`config.mk`:
```
export PLATFORM = sky130hd
export DESIGN_NAME = tape_image_record_deframer_core
export DESIGN_NICKNAME = d
export VERILOG_FILES = /design/src/sv/tird_pkg.sv /design/src/sv/tape_image_record_deframer_core.sv
export SDC_FILE = /design/constraint.sdc
export NUM_CORES = 1
export LEC_CHECK = 0
export ABC_AREA = 1
export BUFFER_PORTS_ARGS = -buffer_cell sky130_fd_sc_hd__buf_2
export CORE_ASPECT_RATIO = 1.4
export CORE_MARGIN = 2
export CORE_UTILIZATION = 59
export DETAILED_ROUTE_END_ITERATION = 8
export PLACE_DENSITY = 0.8
export SETUP_SLACK_MARGIN = 0.02
export SYNTH_ARGS = -nofsm -noshare
export SYNTH_HDL_FRONTEND = slang
export SYNTH_SLANG_ARGS = --single-unit
```
`constraint.sdc`:
```
create_clock -name i_clk -period 12.8 [get_ports i_clk]
set_clock_uncertainty 0.2 [all_clocks]
set_input_delay 3.2 -clock i_clk [delete_from_list [all_inputs] [get_ports i_clk]]
set_output_delay 3.2 -clock i_clk [all_outputs]
set_load 0.05 [all_outputs]
```
`src/sv/tird_pkg.sv`:
```
// Shared types and codes for the tape image record deframer.
// Self-contained; used by the core and by its port checker.
`default_nettype none

package tird_pkg;

    // Default widths of the internal state
    localparam int DEF_LENGTH_BITS      = 24;
    localparam int DEF_FILE_NUMBER_BITS = 16;
    localparam int DEF_COUNT_BITS       = 32;

    // Field types of one result
    typedef logic [1:0]  t_kind;
    typedef logic [7:0]  t_byte;
    typedef logic [15:0] t_file_num;
    typedef logic [23:0] t_rec_len;
    typedef logic [1:0]  t_reason;
    typedef logic [31:0] t_count;

    // Event kinds
    localparam t_kind EV_DATA   = 2'd0;
    localparam t_kind EV_RECORD = 2'd1;
    localparam t_kind EV_CLOSE  = 2'd2;
    localparam t_kind EV_STOP   = 2'd3;

    // Stop reasons
    localparam t_reason STOP_INPUT_END = 2'd0;
    localparam t_reason STOP_EOM       = 2'd1;
    localparam t_reason STOP_DBL_MARK  = 2'd2;
    localparam t_reason STOP_TRUNCATED = 2'd3;

    // Special header words
    localparam logic [31:0] WORD_EOM  = 32'hFFFF_FFFF;
    localparam logic [31:0] WORD_MARK = 32'h0000_0000;

    // One input request
    typedef struct packed {
        t_byte tape_byte;
        logic  end_of_input;
    } t_in;

    // One result request
    typedef struct packed {
        t_kind     event_kind;
        t_byte     data_byte;
        t_file_num file_index;
        t_rec_len  record_length;
        logic      record_error;
        t_reason   stop_reason;
        logic      file_closes_at_stop;
        t_count    records_seen;
        t_count    errors_seen;
    } t_out;

endpackage

`default_nettype wire

```
`src/sv/tape_image_record_deframer_core.sv`:
```
// Tape image record deframer core: byte parser, counters, output register and skid stage.
// Depends on tird_pkg.
`default_nettype none

// Takes one tape image byte per clock while o_in_ready is high, and produces at most one
// event per byte: data bytes with their record context, record complete, file closed by
// a tape mark, and a single stop event carrying the final record and error counts. The
// result of an accepted byte is registered in the output register, or in the skid buffer.
// The parser state updates in a single register stage, and an output register plus a
// one-entry skid buffer let input keep flowing while a result waits for i_out_ready.
// After the stop event the core keeps accepting bytes and discards them until reset.
module tape_image_record_deframer_core #(
    parameter int LENGTH_BITS      = tird_pkg::DEF_LENGTH_BITS,
    parameter int FILE_NUMBER_BITS = tird_pkg::DEF_FILE_NUMBER_BITS,
    parameter int COUNT_BITS       = tird_pkg::DEF_COUNT_BITS
) (
    input  wire logic           i_clk,
    input  wire logic           i_rst_n,
    input  wire logic           i_in_valid,
    output logic                o_in_ready,
    input  wire tird_pkg::t_in  i_in_data,
    output logic                o_out_valid,
    input  wire logic           i_out_ready,
    output tird_pkg::t_out      o_out_data
);

    typedef enum logic [1:0] {
        PH_HEADER,
        PH_DATA,
        PH_PAD,
        PH_TRAILER
    } t_phase;

    // Parser state
    t_phase                  r_phase, n_phase;
    logic [1:0]              r_cnt, n_cnt;
    logic [23:0]             r_hdr, n_hdr;
    logic [LENGTH_BITS-1:0]  r_left, n_left;
    logic [LENGTH_BITS-1:0]  r_len, n_len;
    logic                    r_err, n_err;
    logic [1:0]              r_marks, n_marks;
    logic                    r_has, n_has;
    logic [FILE_NUMBER_BITS-1:0] r_file, n_file;
    logic [COUNT_BITS-1:0]   r_rec, n_rec;
    logic [COUNT_BITS-1:0]   r_errs, n_errs;
    logic                    r_halted, n_halted;

    // Output register and skid stage
    logic                    r_out_valid, n_out_valid;
    tird_pkg::t_out          r_out, n_out;
    logic                    r_skid_valid, n_skid_valid;
    tird_pkg::t_out          r_skid, n_skid;
    logic                    r_in_ready;

    logic                    in_fire;
    logic                    res_valid;
    tird_pkg::t_out          res;
    logic [31:0]             word;

    assign in_fire     = i_in_valid && r_in_ready;
    assign word        = {i_in_data.tape_byte, r_hdr};
    assign o_in_ready  = r_in_ready;
    assign o_out_valid = r_out_valid;
    assign o_out_data  = r_out;

    // Parser: next state and the result of the accepted byte
    always_comb begin
        n_phase  = r_phase;
        n_cnt    = r_cnt;
        n_hdr    = r_hdr;
        n_left   = r_left;
        n_len    = r_len;
        n_err    = r_err;
        n_marks  = r_marks;
        n_has    = r_has;
        n_file   = r_file;
        n_rec    = r_rec;
        n_errs   = r_errs;
        n_halted = r_halted;

        res_valid               = 1'b0;
        res.event_kind          = tird_pkg::EV_DATA;
        res.data_byte           = '0;
        res.file_index          = tird_pkg::t_file_num'(r_file);
        res.record_length       = '0;
        res.record_error        = 1'b0;
        res.stop_reason         = tird_pkg::STOP_INPUT_END;
        res.file_closes_at_stop = 1'b0;

        if (in_fire && !r_halted) begin
            if (i_in_data.end_of_input) begin
                // input ends: clean at a header, truncated elsewhere
                res_valid               = 1'b1;
                n_halted                = 1'b1;
                res.event_kind          = tird_pkg::EV_STOP;
                res.file_closes_at_stop = r_has;
                if (r_phase != PH_HEADER) begin
                    res.stop_reason   = tird_pkg::STOP_TRUNCATED;
                    res.record_length = tird_pkg::t_rec_len'(r_len);
                    res.record_error  = r_err;
                end
            end else begin
                unique case (r_phase)
                    PH_DATA: begin
                        n_left            = r_left - LENGTH_BITS'(1);
                        if (r_left <= LENGTH_BITS'(1)) begin
                            n_left  = '0;
                            n_phase = r_len[0] ? PH_PAD : PH_TRAILER;
                        end
                        res_valid         = 1'b1;
                        res.data_byte     = i_in_data.tape_byte;
                        res.record_length = tird_pkg::t_rec_len'(r_len);
                        res.record_error  = r_err;
                    end
                    PH_PAD: begin
                        n_phase = PH_TRAILER;
                        n_cnt   = '0;
                    end
                    PH_TRAILER: begin
                        n_cnt = r_cnt + 2'd1;
                        if (r_cnt == 2'd3) begin
                            // trailer skipped: record complete
                            if (r_rec != '1) begin
                                n_rec = r_rec + COUNT_BITS'(1);
                            end
                            if (r_err && (r_errs != '1)) begin
                                n_errs = r_errs + COUNT_BITS'(1);
                            end
                            n_has             = 1'b1;
                            n_phase           = PH_HEADER;
                            res_valid         = 1'b1;
                            res.event_kind    = tird_pkg::EV_RECORD;
                            res.record_length = tird_pkg::t_rec_len'(r_len);
                            res.record_error  = r_err;
                        end
                    end
                    default: begin
                        // header word, little-endian
                        n_cnt = r_cnt + 2'd1;
                        if (r_cnt != 2'd3) begin
                            n_hdr[8*r_cnt +: 8] = i_in_data.tape_byte;
                        end else if (word == tird_pkg::WORD_EOM) begin
                            res_valid               = 1'b1;
                            n_halted                = 1'b1;
                            res.event_kind          = tird_pkg::EV_STOP;
                            res.stop_reason         = tird_pkg::STOP_EOM;
                            res.file_closes_at_stop = r_has;
                        end else if (word == tird_pkg::WORD_MARK) begin
                            if (r_marks < 2'd2) begin
                                n_marks = r_marks + 2'd1;
                            end
                            if (r_has) begin
                                // close the file; number shown is the closed one
                                n_has          = 1'b0;
                                res_valid      = 1'b1;
                                res.event_kind = tird_pkg::EV_CLOSE;
                                if (r_file != '1) begin
                                    n_file = r_file + FILE_NUMBER_BITS'(1);
                                end
                            end else if (n_marks >= 2'd2) begin
                                res_valid               = 1'b1;
                                n_halted                = 1'b1;
                                res.event_kind          = tird_pkg::EV_STOP;
                                res.stop_reason         = tird_pkg::STOP_DBL_MARK;
                                res.file_closes_at_stop = r_has;
                            end
                        end else begin
                            // record header
                            n_marks = '0;
                            n_err   = word[31];
                            n_len   = word[LENGTH_BITS-1:0];
                            n_left  = word[LENGTH_BITS-1:0];
                            n_cnt   = '0;
                            n_phase = (word[LENGTH_BITS-1:0] != '0) ? PH_DATA : PH_TRAILER;
                        end
                    end
                endcase
            end
        end

        // totals after this byte
        res.records_seen = tird_pkg::t_count'(n_rec);
        res.errors_seen  = tird_pkg::t_count'(n_errs);
    end

    // Output register with a one-entry skid buffer
    always_comb begin
        n_out_valid  = r_out_valid;
        n_out        = r_out;
        n_skid_valid = r_skid_valid;
        n_skid       = r_skid;
        if (!r_out_valid || i_out_ready) begin
            n_out_valid  = r_skid_valid || res_valid;
            n_out        = r_skid_valid ? r_skid : res;
            n_skid_valid = 1'b0;
        end else if (res_valid) begin
            n_skid_valid = 1'b1;
            n_skid       = res;
        end
    end

    // State and registered outputs
    always_ff @(posedge i_clk) begin
        if (!i_rst_n) begin
            r_phase      <= PH_HEADER;
            r_cnt        <= '0;
            r_left       <= '0;
            r_len        <= '0;
            r_err        <= 1'b0;
            r_marks      <= '0;
            r_has        <= 1'b0;
            r_file       <= FILE_NUMBER_BITS'(1);
            r_rec        <= '0;
            r_errs       <= '0;
            r_halted     <= 1'b0;
            r_out_valid  <= 1'b0;
            r_skid_valid <= 1'b0;
            r_in_ready   <= 1'b0;
        end else begin
            r_phase      <= n_phase;
            r_cnt        <= n_cnt;
            r_left       <= n_left;
            r_len        <= n_len;
            r_err        <= n_err;
            r_marks      <= n_marks;
            r_has        <= n_has;
            r_file       <= n_file;
            r_rec        <= n_rec;
            r_errs       <= n_errs;
            r_halted     <= n_halted;
            r_out_valid  <= n_out_valid;
            r_skid_valid <= n_skid_valid;
            r_in_ready   <= !n_skid_valid;
        end
        // payload registers
        r_hdr  <= n_hdr;
        r_out  <= n_out;
        r_skid <= n_skid;
    end

endmodule

`default_nettype wire

```
Word level (Yosys, flattened, before mapping)
Index checks and enable logic that the tools add are counted.

Memory bits (read-only): 0. Latch bits: 0. Word-level logic and storage cells: 185. Memories: 0. Register bits after elaboration: 400. RAM bits: 0.

Multipliers: 0. Magnitude comparators: 3. $add $sub $neg: 7. Muxes and demuxes: 82. Reduce and logical (&&, ||, !) cells: 27. Divide/modulo/power cells: 0. Shift operators: 2. Equality and inequality tests: 22. Bitwise operators: 9.

Operators with widths (count): 32-bit 2-to-1 mux (10); 118-bit 2-to-1 mux (1); 24-bit 2-to-1 mux (4); 32-bit by 1-bit adder with 32-bit output, second input constant (2); 32-bit != test, second input constant (2); 28-bit 2-to-1 mux (2); 25-bit case mux with 2 select lines (1); 24-bit case mux with 2 select lines (1); 2-bit 2-to-1 mux (23); 5-bit negator with 34-bit output (1); 8-bit by 34-bit variable shift with 24-bit output, first input constant (1); 8-bit by 34-bit indexed part select with 24-bit output (1); 32-bit equality test, second input constant (1); 32-bit zero test (1); 27-bit 2-to-1 mux (1); 25-bit 2-to-1 mux (1); 24-bit bitwise mux (1); 24-bit by 1-bit less-or-equal comparator with 1-bit output, second input constant (1); 24-bit nonzero test (1); 24-bit by 1-bit subtractor with 24-bit output, second input constant (1); 1-bit 2-to-1 mux (23); 3-bit 2-to-1 mux (6); 6-bit AND reduction (3); 16-bit by 1-bit adder with 16-bit output, second input constant (1); 30 further kinds (62).

Longest topological paths before layout
Depth in word-level cells: 20. Mapped depth: 13. Depth with buffers taken out: 13.

Least setup slack after synthesis
Ideal clock, no wire load.

Kind: input to register. From: input port i_out_ready. To: register r_skid[0] (netlist name), enable pin. Arrival: 11.029 ns. Library setup time: 0.634 ns. Path buffers: 0. Slack: 0.937 ns. Stages on the path: 3. Cell sequence: nor2_1 -> inv_1 -> a21oi_1.

Cells in the longest elaborated chain, start to end: 3.

RTL lines: from (decl) (RTL line tape_image_record_deframer_core.sv:23) `input wire logic i_out_ready,`; 1-bit logical OR (RTL line tape_image_record_deframer_core.sv:192) `if (!r_out_valid || i_out_ready) begin`; 1-bit NOT (no source line); 2-bit AND reduction (no source line); to (signal assigned) (RTL line tape_image_record_deframer_core.sv:238) `r_skid <= n_skid;`; to (decl) (RTL line tape_image_record_deframer_core.sv:52) `tird_pkg::t_out r_skid, n_skid;`.

No other way between the ends. A chain may end at the register's enable or synchronous reset.

Worst setup path in the final report
From: input port i_in_data[2] (netlist name). To: register r_skid[80] (netlist name), enable pin.

Cells in the longest elaborated chain, start to end: 8.

RTL lines: from (decl) (RTL line tape_image_record_deframer_core.sv:21) `input wire tird_pkg::t_in i_in_data,`; 32-bit zero test (RTL line tape_image_record_deframer_core.sv:148) `end else if (word == tird_pkg::WORD_MARK) begin`; 1-bit 2-to-1 mux (RTL line tape_image_record_deframer_core.sv:148); 1-bit 2-to-1 mux (*) (RTL line tape_image_record_deframer_core.sv:142) `end else if (word == tird_pkg::WORD_EOM) begin`; 1-bit 2-to-1 mux (*) (RTL line tape_image_record_deframer_core.sv:140) `if (r_cnt != 2'd3) begin`; 1-bit case mux with 3 select lines (*) (RTL line tape_image_record_deframer_core.sv:103) `unique case (r_phase)`; 1-bit 2-to-1 mux (*) (RTL line tape_image_record_deframer_core.sv:91) `if (i_in_data.end_of_input) begin`; 1-bit 2-to-1 mux (*) (RTL line tape_image_record_deframer_core.sv:90) `if (in_fire && !r_halted) begin`; 2-bit AND reduction (no source line) (*).

Every way passes the cells marked *; elsewhere a longest branch is shown, timed or not.

==> flow_summary.ini <==
[worst_setup_path]
arrival_ps = 5300
crit_fanout = 79
cp-start-kind = input port
critPathRequiredTime_ps = 12750
cp-end-kind = flop
critical_path_class = in2reg

[detailed_routing]
dr.pass1.iters = 6
wl_per_cell_microns = 16.0
avgViaCountPerCell = 5.41
drc = 0
vias = 14500
drt_iter0_drc = 974
totalWireLength_microns = 42800
antenna_left = 0

[global_routing]
grt_start_max_net_pins = 94
grt_overflow = 0
grt_pass1_vias = 14100
track_usage_pct = 25.8
grt_pass1_wl_microns = 68300
antenna_found_initial = 1

[pwr]
switching_power_w = 0.000559
sw_frac_of_total_pct = 21.8
p_leak_nw = 8.96
ir_worst_vdd_uv = 113
pwr-share-seq_pct = 53.7
clkPwrFrac_pct = 43.0
power.density_mw_per_mm2 = 125
internal-power_w = 0.00201
combPwrFrac_pct = 3.3

[clock_network]
cts_tree = done
cts-root-buf = clkbuf_16
cts_sinks = 400
cts_buffers = 37
clock_path_buffers = 3
h-tree-depth = 2
cts.reportedPaths.clkPinSlew_ps = 60
cts_setup_buffers = 0
cts_resized = 0
clk_latency_ps = 540
hold_buffers = 0

[flow_run]
drv_cap = 0

[finish]
final_util_pct = 66.9
fin_nets = 2285
layout_common_cells = nand2_1 (643), edfxtp_1 (260), nor2_1 (251), inv_1 (234), dfxtp_1 (139)
drive_above_1_share_pct = 11.6
fillers = 2517
final_cell_area_sq_mm = 0.0206
area_delta_synth_final_pct = 11.7
num_antenna_cells = 0
final_common_cell = nand2_1

[floorplan]
ios = 133
dieArea_sq_mm = 0.0327
initial_core_util_pct = 59.9
core-area_sq_mm = 0.0308
die_h_microns = 213
rows = 76
die_w_microns = 153

[synthesis]
synth-simple-area-share_pct = 27.4
ys_top_cells_by_area = edfxtp_1 (42%), dfxtp_1 (15%), nand2_1 (13%)
yosysTopAreaCell = edfxtp_1
ys_ff_latch = 400
synth_top_family_by_area = simple AND/OR/NAND/NOR gates
synthAdderAreaFrac_pct = 1.08
avgSynthCellArea_sq_um = 8.62
synth_nets = 2169
syn_inst = 2140
synth_compound_area_share_pct = 5.73
syn_area_sq_mm = 0.0185
yosysUniqueCellTypes = 45
seq_area_frac_synth_pct = 57.5
synth_xor_area_share_pct = 1.60
synth_top_area_share_pct = 42.3
synth-warning-count = 0
synthMuxAreaShare_pct = 0

[min_path]
min_path_type = reg2reg

[sta]
slew_headroom_pct = 23.4
finalHoldViolCount = 0
worst_slack_ps = 7460
finalSetupTns_ps = 0
tightest_slew_ps = 1150
fin_crit_sh_pct = 41.8
slew_violations = 0
period_minus_slack_ps = 5340
setup_viol = 0
fmax_mhz = 187
rsz0062_at_grt = no

[placement]
dpl_cell_area_sq_mm = 0.0194
hpwlAfterDp_microns = 29600
gp_congestion = 0.944
io_buffers = 132
place_ws_ps = 6900

[outcome]
status = finished clean
[registers in the layout (all words and copies together), names as in the netlist, 2 cells and up]
signal,cells
r_left,24
r_rec,32
r_skid,118
r_file,16
r_errs,32
r_hdr,24
r_marks,2
r_cnt,2
r_len,24
o_out_data,118
r_phase,2
[synthesized netlist by cell type, drive strengths merged]
library cell / count
nand2: 653
nor2: 279
edfxtp: 260
inv: 244
dfxtp: 140
nand3: 127
o21ai: 116
a21oi: 78
nor3: 72
clkbuf: 37
buf: 29
nand4: 28
xor2: 25
ha: 16
nand3b: 8
o21bai: 5
and2: 4
nor4: 4
or2: 4
xnor2: 4
a31oi: 2
a21o: 1
a22oi: 1
a31o: 1
a41oi: 1
clkinv: 1
[per-layer routing]
layer  global-route usage [%]  up-vias  part of all wire (%)
met1                     29.9     6760                    39
met3                     3.63      109                   5.1
li1                         -     7184                     -
met2                     47.4      430                    52
met4                     11.6        2                   4.1
met5                        0        -                 0.016
[cell families after synthesis]
logic type               after synthesis
buffers and inverters                311
adder cells (fa/ha/maj)               16
flip-flops                           400
XOR/XNOR                              29
AO/OA/AOI/OAI                        205
AND/OR/NAND/NOR                     1179
[final timing paths]
| check | start | end | slack (ps) | cells past startpoint |
|---|---|---|---|---|
| worst max-delay path | i_in_data[2] | r_skid[80] | 7460 | 11 |
| worst min-delay path | r_len[20] | r_len[20] | 250 | 2 |
| worst max register to register | r_hdr[23] | r_skid[80] | 9640 | 10 |
| worst min register to register | r_len[20] | r_len[20] | 250 | 2 |
[power by group through the flow]
stage	registers [W]	logic, W	clock network (W)
floorplan	0.00144	0.0000266	0
global placement	0.00141	0.0000829	0
detailed placement	0.00141	0.0000837	0
CTS	0.00138	0.0000840	0.00112
global route	0.00138	0.0000893	0.00116
finish	0.00138	0.0000838	0.00111
[metrics by stage]
step,hold slack (ps),instances,power (W)
after global placement,241,2607,0.00149
after global routing,272,2675,0.00263
final,254,2675,0.00257
after floorplan,231,2140,0.00147
after detailed placement,247,2607,0.00149
after CTS,257,2675,0.00258
[worst max-delay path, cell delays in order]
cell and delay [ps]:
buf_2 110, inv_1 110, nand3_1 90, nor2_1 160, nand2_1 110, nor2_4 180, nand2_1 80, nand3_1 70
nand2_1 140, a21oi_4 160, buf_4 800
[cell type report]
cell class / instances / area (sq um) / area share, %
clock buffers: 50 / 1090 / 5.28
multi-input cells: 1429 / 6630 / 32.2
clock inverters: 18 / 131 / 0.637
inverters: 245 / 925 / 4.48
flip-flops and latches: 400 / 10600 / 51.5
well taps: 390 / 488 / 2.37
repair buffers: 143 / 743 / 3.60
Note: power is estimated with default switching activity, not from simulation.
